===== src/rtl/eatst_pkg.sv =====
// shared widths, constants and register indexes of the angle tracker
package eatst_pkg;

   // field widths
   localparam int RAW_W   = 16;
   localparam int MECH_W  = 14;
   localparam int ELEC_W  = 16;
   localparam int TURN_W  = 32;
   localparam int SPEED_W = 32;
   localparam int SCALE_W = 16;

   // one mechanical turn and one electrical period in raw counts
   localparam int MECH_COUNTS = 1 << MECH_W;
   localparam int ELEC_PERIOD = 2340;

   // turn jump threshold as a fraction of a turn
   localparam int JUMP_NUM = 4;
   localparam int JUMP_DEN = 5;

   // configuration port
   localparam int CSR_IDX_W  = 2;
   localparam int CSR_DATA_W = 16;

   localparam logic [CSR_IDX_W-1:0] CSR_MECH_ZERO   = 2'd0;
   localparam logic [CSR_IDX_W-1:0] CSR_ELEC_ZERO   = 2'd1;
   localparam logic [CSR_IDX_W-1:0] CSR_SPEED_SCALE = 2'd2;

   localparam logic [MECH_W-1:0]  MECH_ZERO_RST   = '0;
   localparam logic [ELEC_W-1:0]  ELEC_ZERO_RST   = 16'd48117;
   localparam logic [SCALE_W-1:0] SPEED_SCALE_RST = 16'd1;

   // pipeline depth from input register to result register
   localparam int PIPE_DEPTH = 5;

endpackage


===== src/rtl/encoder_angle_turn_speed_tracker.sv =====
// encoder angle, turn count and speed tracker, five-stage pipeline
// path from the accepted word to rsp_valid: input register, three working stages,
// result register; throughput: one word per cycle while the result side does not stall
// the depth is set by the electrical path (two reciprocal multiplies, each
// followed by a correction) and the registered speed multiply and saturation
// reset: synchronous, clears all valid flags, turn state and last angle, and
// loads the configuration registers with their reset values
module encoder_angle_turn_speed_tracker (
   input  logic                                   clock,
   input  logic                                   reset,
   input  logic                                   req_valid,
   output logic                                   req_ready,
   input  logic                                   req_op,
   input  logic [eatst_pkg::RAW_W-1:0]            req_raw_angle,
   output logic                                   rsp_valid,
   input  logic                                   rsp_ready,
   output logic [eatst_pkg::MECH_W-1:0]           rsp_mech_angle,
   output logic [eatst_pkg::ELEC_W-1:0]           rsp_elec_angle,
   output logic signed [eatst_pkg::TURN_W-1:0]    rsp_turns,
   output logic signed [eatst_pkg::SPEED_W-1:0]   rsp_speed,
   input  logic                                   csr_valid,
   output logic                                   csr_ready,
   input  logic [eatst_pkg::CSR_IDX_W-1:0]        csr_index,
   input  logic [eatst_pkg::CSR_DATA_W-1:0]       csr_data
);

   localparam int RAW_W   = eatst_pkg::RAW_W;
   localparam int MECH_W  = eatst_pkg::MECH_W;
   localparam int ELEC_W  = eatst_pkg::ELEC_W;
   localparam int TURN_W  = eatst_pkg::TURN_W;
   localparam int SPEED_W = eatst_pkg::SPEED_W;
   localparam int SCALE_W = eatst_pkg::SCALE_W;

   localparam int JUMP_W  = MECH_W + 4;
   localparam int SPAN_W  = TURN_W + MECH_W + 1;
   localparam int CLAMP_W = TURN_W + 1;
   localparam int PROD_W  = CLAMP_W + SCALE_W + 1;
   localparam int QW      = 2 * RAW_W;
   localparam int EW2     = 2 * ELEC_W;
   localparam int PW2     = 3 * ELEC_W;

   localparam int unsigned ELEC_RECIP1 = (1 << RAW_W) / eatst_pkg::ELEC_PERIOD;
   localparam longint unsigned ELEC_RECIP2 =
      (64'd1 << EW2) / eatst_pkg::ELEC_PERIOD;
   localparam int JUMP_LIMIT = eatst_pkg::JUMP_NUM * eatst_pkg::MECH_COUNTS;

   // configuration and tracking state
   logic [MECH_W-1:0]  mech_zero_ff;
   logic [ELEC_W-1:0]  elec_zero_ff;
   logic [SCALE_W-1:0] speed_scale_ff;
   logic [MECH_W-1:0]  last_angle_ff;
   logic [TURN_W-1:0]  turn_count_ff;
   logic [TURN_W-1:0]  last_turn_ff;

   // stage registers
   logic s1_valid_ff, s2_valid_ff, s3_valid_ff, s4_valid_ff, s5_valid_ff;
   logic s1_op_ff, s2_op_ff, s3_op_ff, s4_op_ff, s5_op_ff;
   logic [RAW_W-1:0] s1_raw_ff, s2_raw_ff;
   logic [RAW_W-1:0] s2_quot_ff;
   logic [MECH_W-1:0] s2_mech_ff, s3_mech_ff, s4_mech_ff, s5_mech_ff;
   logic [TURN_W-1:0] s2_turns_ff, s3_turns_ff, s4_turns_ff, s5_turns_ff;
   logic signed [CLAMP_W-1:0] s2_span_ff;
   logic signed [PROD_W-1:0] s3_prod_ff;
   logic [RAW_W-1:0] s3_res_ff, s4_res_ff;
   logic [ELEC_W-1:0] s4_quot_ff;
   logic [SPEED_W-1:0] s4_speed_ff, s5_speed_ff;
   logic [ELEC_W-1:0] s5_elec_ff;

   logic s1_ready, s2_ready, s3_ready, s4_ready, s5_ready;
   logic track_load;

   // ready chain: a stage takes a word when empty or when it drains
   assign s5_ready = !s5_valid_ff || rsp_ready;
   assign s4_ready = !s4_valid_ff || s5_ready;
   assign s3_ready = !s3_valid_ff || s4_ready;
   assign s2_ready = !s2_valid_ff || s3_ready;
   assign s1_ready = !s1_valid_ff || s2_ready;
   assign req_ready = s1_ready;
   assign csr_ready = 1'b1;
   assign track_load = s1_valid_ff && s2_ready;

   logic s1_valid_in, s2_valid_in, s3_valid_in, s4_valid_in, s5_valid_in;
   assign s1_valid_in = s1_ready ? req_valid : s1_valid_ff;
   assign s2_valid_in = s2_ready ? s1_valid_ff : s2_valid_ff;
   assign s3_valid_in = s3_ready ? s2_valid_ff : s3_valid_ff;
   assign s4_valid_in = s4_ready ? s3_valid_ff : s4_valid_ff;
   assign s5_valid_in = s5_ready ? s4_valid_ff : s5_valid_ff;

   // stage 1 -> 2: mechanical angle, turn tracking, speed span, coarse quotient
   logic [MECH_W-1:0] mech_in;
   logic signed [MECH_W:0] angle_diff;
   logic [MECH_W:0] angle_mag;
   logic jump;
   logic [TURN_W-1:0] turn_next;
   logic [TURN_W-1:0] turn_delta;
   logic [SPAN_W-1:0] span;
   logic span_fits;
   logic signed [CLAMP_W-1:0] span_in;
   logic [QW-1:0] quot1_prod;
   logic [RAW_W-1:0] quot1_in;
   logic [MECH_W-1:0] last_angle_in;
   logic [TURN_W-1:0] turn_count_in;
   logic [TURN_W-1:0] last_turn_in;

   always_comb begin
      mech_in = s1_raw_ff[MECH_W-1:0] - mech_zero_ff;
      angle_diff = $signed({1'b0, mech_in}) - $signed({1'b0, last_angle_ff});
      angle_mag = angle_diff[MECH_W] ? (MECH_W + 1)'(-angle_diff)
                                     : (MECH_W + 1)'(angle_diff);
      jump = (JUMP_W'(angle_mag) * JUMP_W'(eatst_pkg::JUMP_DEN)) > JUMP_W'(JUMP_LIMIT);
      // a forward jump means the shaft wrapped backward
      if (!jump) begin
         turn_next = turn_count_ff;
      end else if (angle_diff[MECH_W]) begin
         turn_next = turn_count_ff + TURN_W'(1);
      end else begin
         turn_next = turn_count_ff - TURN_W'(1);
      end
      turn_delta = turn_next - last_turn_ff;
      span = {turn_delta[TURN_W-1], turn_delta, {MECH_W{1'b0}}}
           + {{TURN_W{angle_diff[MECH_W]}}, angle_diff};
      // outside 33 bits the product saturates for any nonzero scale
      span_fits = (&span[SPAN_W-1:CLAMP_W-1]) || !(|span[SPAN_W-1:CLAMP_W-1]);
      if (span_fits) begin
         span_in = $signed(span[CLAMP_W-1:0]);
      end else if (span[SPAN_W-1]) begin
         span_in = $signed({1'b1, {(CLAMP_W - 1){1'b0}}});
      end else begin
         span_in = $signed({1'b0, {(CLAMP_W - 1){1'b1}}});
      end
      quot1_prod = QW'(s1_raw_ff) * QW'(ELEC_RECIP1);
      quot1_in = quot1_prod[QW-1:RAW_W];

      if (s1_op_ff) begin
         last_angle_in = last_angle_ff;
         turn_count_in = '0;
         last_turn_in = last_turn_ff;
      end else begin
         last_angle_in = mech_in;
         turn_count_in = turn_next;
         last_turn_in = turn_next;
      end
   end

   // stage 2 -> 3: speed product, residue of the electrical period
   logic signed [PROD_W-1:0] prod_in;
   logic [QW-1:0] rem1;
   logic [QW-1:0] rem1_fix;
   logic [RAW_W-1:0] res_in;

   always_comb begin
      prod_in = s2_span_ff * $signed({1'b0, speed_scale_ff});
      rem1 = QW'(s2_raw_ff) - QW'(s2_quot_ff) * QW'(eatst_pkg::ELEC_PERIOD);
      rem1_fix = (rem1 >= QW'(eatst_pkg::ELEC_PERIOD))
               ? rem1 - QW'(eatst_pkg::ELEC_PERIOD) : rem1;
      res_in = rem1_fix[RAW_W-1:0];
   end

   // stage 3 -> 4: speed saturation, coarse electrical scale
   logic [SPEED_W-1:0] speed_in;
   logic [PW2-1:0] quot2_prod;
   logic [ELEC_W-1:0] quot2_in;
   logic prod_fits;

   always_comb begin
      prod_fits = (&s3_prod_ff[PROD_W-1:SPEED_W-1]) || !(|s3_prod_ff[PROD_W-1:SPEED_W-1]);
      if (s3_op_ff) begin
         speed_in = '0;
      end else if (prod_fits) begin
         speed_in = s3_prod_ff[SPEED_W-1:0];
      end else if (s3_prod_ff[PROD_W-1]) begin
         speed_in = {1'b1, {(SPEED_W - 1){1'b0}}};
      end else begin
         speed_in = {1'b0, {(SPEED_W - 1){1'b1}}};
      end
      quot2_prod = PW2'(s3_res_ff) * PW2'(ELEC_RECIP2);
      quot2_in = quot2_prod[EW2-1:ELEC_W];
   end

   // stage 4 -> 5: quotient correction, electrical zero
   logic [EW2-1:0] rem2;
   logic [ELEC_W-1:0] elec_scaled;
   logic [ELEC_W-1:0] elec_in;

   always_comb begin
      rem2 = {EW2'(s4_res_ff)} << ELEC_W;
      rem2 = rem2 - EW2'(s4_quot_ff) * EW2'(eatst_pkg::ELEC_PERIOD);
      elec_scaled = (rem2 >= EW2'(eatst_pkg::ELEC_PERIOD))
                  ? s4_quot_ff + ELEC_W'(1) : s4_quot_ff;
      elec_in = s4_op_ff ? '0 : elec_scaled - elec_zero_ff;
   end

   // control, state and configuration
   always_ff @(posedge clock) begin
      if (reset) begin
         s1_valid_ff <= 1'b0;
         s2_valid_ff <= 1'b0;
         s3_valid_ff <= 1'b0;
         s4_valid_ff <= 1'b0;
         s5_valid_ff <= 1'b0;
         last_angle_ff <= '0;
         turn_count_ff <= '0;
         last_turn_ff <= '0;
         mech_zero_ff <= eatst_pkg::MECH_ZERO_RST;
         elec_zero_ff <= eatst_pkg::ELEC_ZERO_RST;
         speed_scale_ff <= eatst_pkg::SPEED_SCALE_RST;
      end else begin
         s1_valid_ff <= s1_valid_in;
         s2_valid_ff <= s2_valid_in;
         s3_valid_ff <= s3_valid_in;
         s4_valid_ff <= s4_valid_in;
         s5_valid_ff <= s5_valid_in;
         if (track_load) begin
            last_angle_ff <= last_angle_in;
            turn_count_ff <= turn_count_in;
            last_turn_ff <= last_turn_in;
         end
         if (csr_valid && csr_ready) begin
            unique case (csr_index)
               eatst_pkg::CSR_MECH_ZERO:   mech_zero_ff <= csr_data[MECH_W-1:0];
               eatst_pkg::CSR_ELEC_ZERO:   elec_zero_ff <= csr_data[ELEC_W-1:0];
               eatst_pkg::CSR_SPEED_SCALE: speed_scale_ff <= csr_data[SCALE_W-1:0];
               default: begin
               end
            endcase
         end
      end
   end

   // payload registers
   always_ff @(posedge clock) begin
      if (s1_ready) begin
         s1_op_ff <= req_op;
         s1_raw_ff <= req_raw_angle;
      end
      if (s2_ready) begin
         s2_op_ff <= s1_op_ff;
         s2_raw_ff <= s1_raw_ff;
         s2_quot_ff <= quot1_in;
         s2_mech_ff <= s1_op_ff ? '0 : mech_in;
         s2_turns_ff <= turn_count_in;
         s2_span_ff <= span_in;
      end
      if (s3_ready) begin
         s3_op_ff <= s2_op_ff;
         s3_mech_ff <= s2_mech_ff;
         s3_turns_ff <= s2_turns_ff;
         s3_prod_ff <= prod_in;
         s3_res_ff <= res_in;
      end
      if (s4_ready) begin
         s4_op_ff <= s3_op_ff;
         s4_mech_ff <= s3_mech_ff;
         s4_turns_ff <= s3_turns_ff;
         s4_speed_ff <= speed_in;
         s4_res_ff <= s3_res_ff;
         s4_quot_ff <= quot2_in;
      end
      if (s5_ready) begin
         s5_op_ff <= s4_op_ff;
         s5_mech_ff <= s4_mech_ff;
         s5_turns_ff <= s4_turns_ff;
         s5_speed_ff <= s4_speed_ff;
         s5_elec_ff <= elec_in;
      end
   end

   assign rsp_valid = s5_valid_ff;
   assign rsp_mech_angle = s5_op_ff ? '0 : s5_mech_ff;
   assign rsp_elec_angle = s5_elec_ff;
   assign rsp_turns = $signed(s5_turns_ff);
   assign rsp_speed = $signed(s5_speed_ff);

endmodule


===== config.mk =====
export PLATFORM = sky130hd
export DESIGN_NAME = encoder_angle_turn_speed_tracker
export DESIGN_NICKNAME = d
export VERILOG_FILES = /design/src/rtl/eatst_pkg.sv /design/src/rtl/encoder_angle_turn_speed_tracker.sv
export SDC_FILE = /design/constraint.sdc
export NUM_CORES = 2
export LEC_CHECK = 0
export ABC_AREA = 0
export BUFFER_PORTS_ARGS = -buffer_cell sky130_fd_sc_hd__buf_2
export CAP_MARGIN = 20
export CORE_MARGIN = 5
export CORE_UTILIZATION = 55
export DETAILED_ROUTE_END_ITERATION = 8
export PLACE_DENSITY = 0.83
export SYNTH_ARGS = -nofsm -noshare
export SYNTH_HDL_FRONTEND = slang
export SYNTH_SLANG_ARGS = --single-unit

===== constraint.sdc =====
create_clock -name clock -period 20.8 [get_ports clock]
set_input_delay 1.04 -clock clock [delete_from_list [all_inputs] [get_ports clock]]
set_output_delay 1.04 -clock clock [all_outputs]
set_load 0.02 [all_outputs]

==> impl_metrics.tcl <==
set metrics [dict create \
    cts_buffer_depth 3 \
    finalHoldViolCount 0 \
    cp.arrival_ns 16.16 \
    grt_max_degree 74 \
    grt_pass1_vias 40790 \
    fin_util 0.596 \
    io_pins 137 \
    areaGrowthSynthToFinish_pct 7.26 \
    path_clk_slew_ns 0.07 \
    min_period_ns 15.84 \
    clockRootBuffer "clkbuf_16" \
    final_cell_mix "inv_1, nand2_1, fa_1" \
    worstPathMaxFanout 40 \
    die_h_um 320 \
    holdBufCountCts 0 \
    synth_area_per_cell_um2 9.80 \
    grt_pass1_wl_mm 204 \
    nNetsFinal 6522 \
    start_util 0.556 \
    core_area_mm2 0.0952 \
    synth-main-ff-cell "edfxtp_1" \
    clk_latency_ns 0.67 \
    clock-sinks 566 \
    drt_iter0_drc 2908 \
    relSlewSlack 0.321 \
    num_vias 39218 \
    status "complete, no violations" \
    worst_pin_slew_ns 1.02 \
    rsz0062_at_grt "no" \
    port_buffers 135 \
    finalSetupViolations 0 \
    synth_edf_count 437 \
    antenna_cells 0 \
    yosysSeqAreaShare 0.297 \
    dp_hpwl_mm 93.5 \
    critPathSlowestCell "o41a_1" \
    viasPerCell 5.80 \
    worstSetupPathType "register to register" \
    grt_antenna_before_repair 0 \
    routedWlPerCell_um 18.5 \
    drcViolationCount 0 \
    period_share 0.762 \
    end_kind "register" \
    hp-class "register to register" \
    row_count 113 \
    cp-start-kind "register" \
    cap_viol_max_count 0 \
    syn-num-nets 6467 \
    skew_ns 0.0601 \
    routed_wl_mm 125 \
    async_flop_share 0 \
    drive_gt1_frac 0.0610 \
    syn_inst 5392 \
    ys_types 88 \
    htreeDepth 2 \
    fin_setup_tns_ns 0 \
    die_w_um 320 \
    gr-total-overflow 0 \
    final_common_cell "inv_1" \
    cts_tree "yes" \
    cts_setup_buffers 0 \
    ys_seq_elements 566 \
    grt_usage 0.242 \
    critPathMaxStageDelay_ns 0.85 \
    postCtsResizedCells 0 \
    fmax_mhz 63.1 \
    drt_first_pass_iters 8 \
    gp_congestion 0.909 \
    required_ns 21.12 \
    final_max_slew_viol_count 0 \
    numCtsBuffers 57 \
    antenna_left 0 \
    ys_warn_count 0 \
    netlist_area_mm2 0.0529 \
    dieArea_mm2 0.102 \
]
metal layers:
metal,track usage,vias to the layer above,part of all wire
li1,-,18000,-
met1,0.295,19261,0.38
met2,0.433,1541,0.51
met3,0.0306,416,0.062
met4,0.104,0,0.047
met5,0,-,0
state kept, by name, summed over array words and instances, names as in the netlist, 32 cells and up:
register / count
last_turn_ff: 32
s4_speed_ff: 32
turn_count_ff: 32
s2_turns_ff: 32
rsp_speed: 32
s3_turns_ff: 32
s3_prod_ff: 50
s2_span_ff: 33
s4_turns_ff: 32
rsp_turns: 32
logic make-up (layout without fill, tap and decap cells):
group	after synthesis	after routing	synth area share
flip-flops	566	566	0.297
buffers and inverters	1050	1151	0.0751
adder cells (fa/ha/maj)	1035	1035	0.327
other	2	2	0.000142
AO/OA/AOI/OAI	937	937	0.114
AND/OR/NAND/NOR	1512	1512	0.137
XOR/XNOR	251	251	0.0416
multiplexers	39	39	0.00760
synthesized netlist by cell type (all sizes together), types with 6 or more instances:
master,n,share of area
edfxtp,437,0.25
o31ai,16,0.0024
or3,32,0.0038
a21boi,23,0.0033
a311oi,9,0.0015
a21o,105,0.015
a2111oi,10,0.0018
o22ai,12,0.0015
o21ai,193,0.018
and4,7,0.0012
nand2,580,0.041
nor4,20,0.0027
or4,6,0.00085
o211ai,30,0.0043
inv,876,0.062
nor3,75,0.0071
a31o,9,0.0015
o2111ai,14,0.0023
o21a,37,0.0053
nand2b,36,0.0043
o21bai,28,0.0040
and2,240,0.028
nand3,71,0.0067
nand3b,16,0.0023
a41oi,7,0.0012
dfxtp,129,0.049
xnor2,177,0.029
clkbuf,163,0.012
or2,10,0.0012
a211oi,62,0.010
mux2,9,0.0019
buf,11,0.0013
and3,32,0.0038
a21oi,287,0.027
a31oi,37,0.0044
fa,574,0.22
nor2,277,0.020
nor3b,8,0.0011
mux2i,30,0.0057
xor2,74,0.012
ha,461,0.11
nor2b,57,0.0067
a22o,6,0.00099
nand4,26,0.0031
critical path: cells and delay by family, from the launching register on:
family          cells  cell delay [ns]
compound gates     35            10.22
fa+ha+maj           8             2.73
simple gates        9             1.24
buf+inv             4             0.57
flops               1             0.42
xor+xnor            2             0.26
worst paths after layout:
kind / slack (ns) / cells past startpoint / end / startpoint
min reg2reg: 0.41 / 0 / rsp_speed[0]$_DFFE_PP_ / s4_speed_ff[0]$_SDFFCE_PP0P_
min: 0.41 / 0 / rsp_speed[0]$_DFFE_PP_ / s4_speed_ff[0]$_SDFFCE_PP0P_
max: 4.96 / 58 / s2_span_ff[30]$_DFFE_PN_ / s1_raw_ff[0]$_DFFE_PP_
max reg2reg: 4.96 / 58 / s2_span_ff[30]$_DFFE_PN_ / s1_raw_ff[0]$_DFFE_PP_
per-stage QoR:
step / hold slack, ns / setup slack [ns] / area [µm²] / instances
after detailed placement: 0.405 / 5.35 / 54700 / 6652
after floorplan: 0.400 / 6.39 / 52900 / 5392
after CTS: 0.403 / 5.21 / 56700 / 6757
final: 0.412 / 4.96 / 56700 / 6758
after global routing: 0.423 / 3.80 / 56700 / 6758
after global placement: 0.401 / 5.90 / 54700 / 6651
cell type report:
cell class                      count  area, µm²
Sequential cell                   566      15700
Tap cell                         1265       1580
Inverter                          876       3300
Multi-Input combinational cell   3776      33200
Timing Repair Buffer              170        946
Clock buffer                       73       1590
Fill cell                        7651      38500
Clock inverter                     32        360
Power is not shown: default switching activity piles up to over one toggle a cycle in this logic, so the estimate is an artifact.
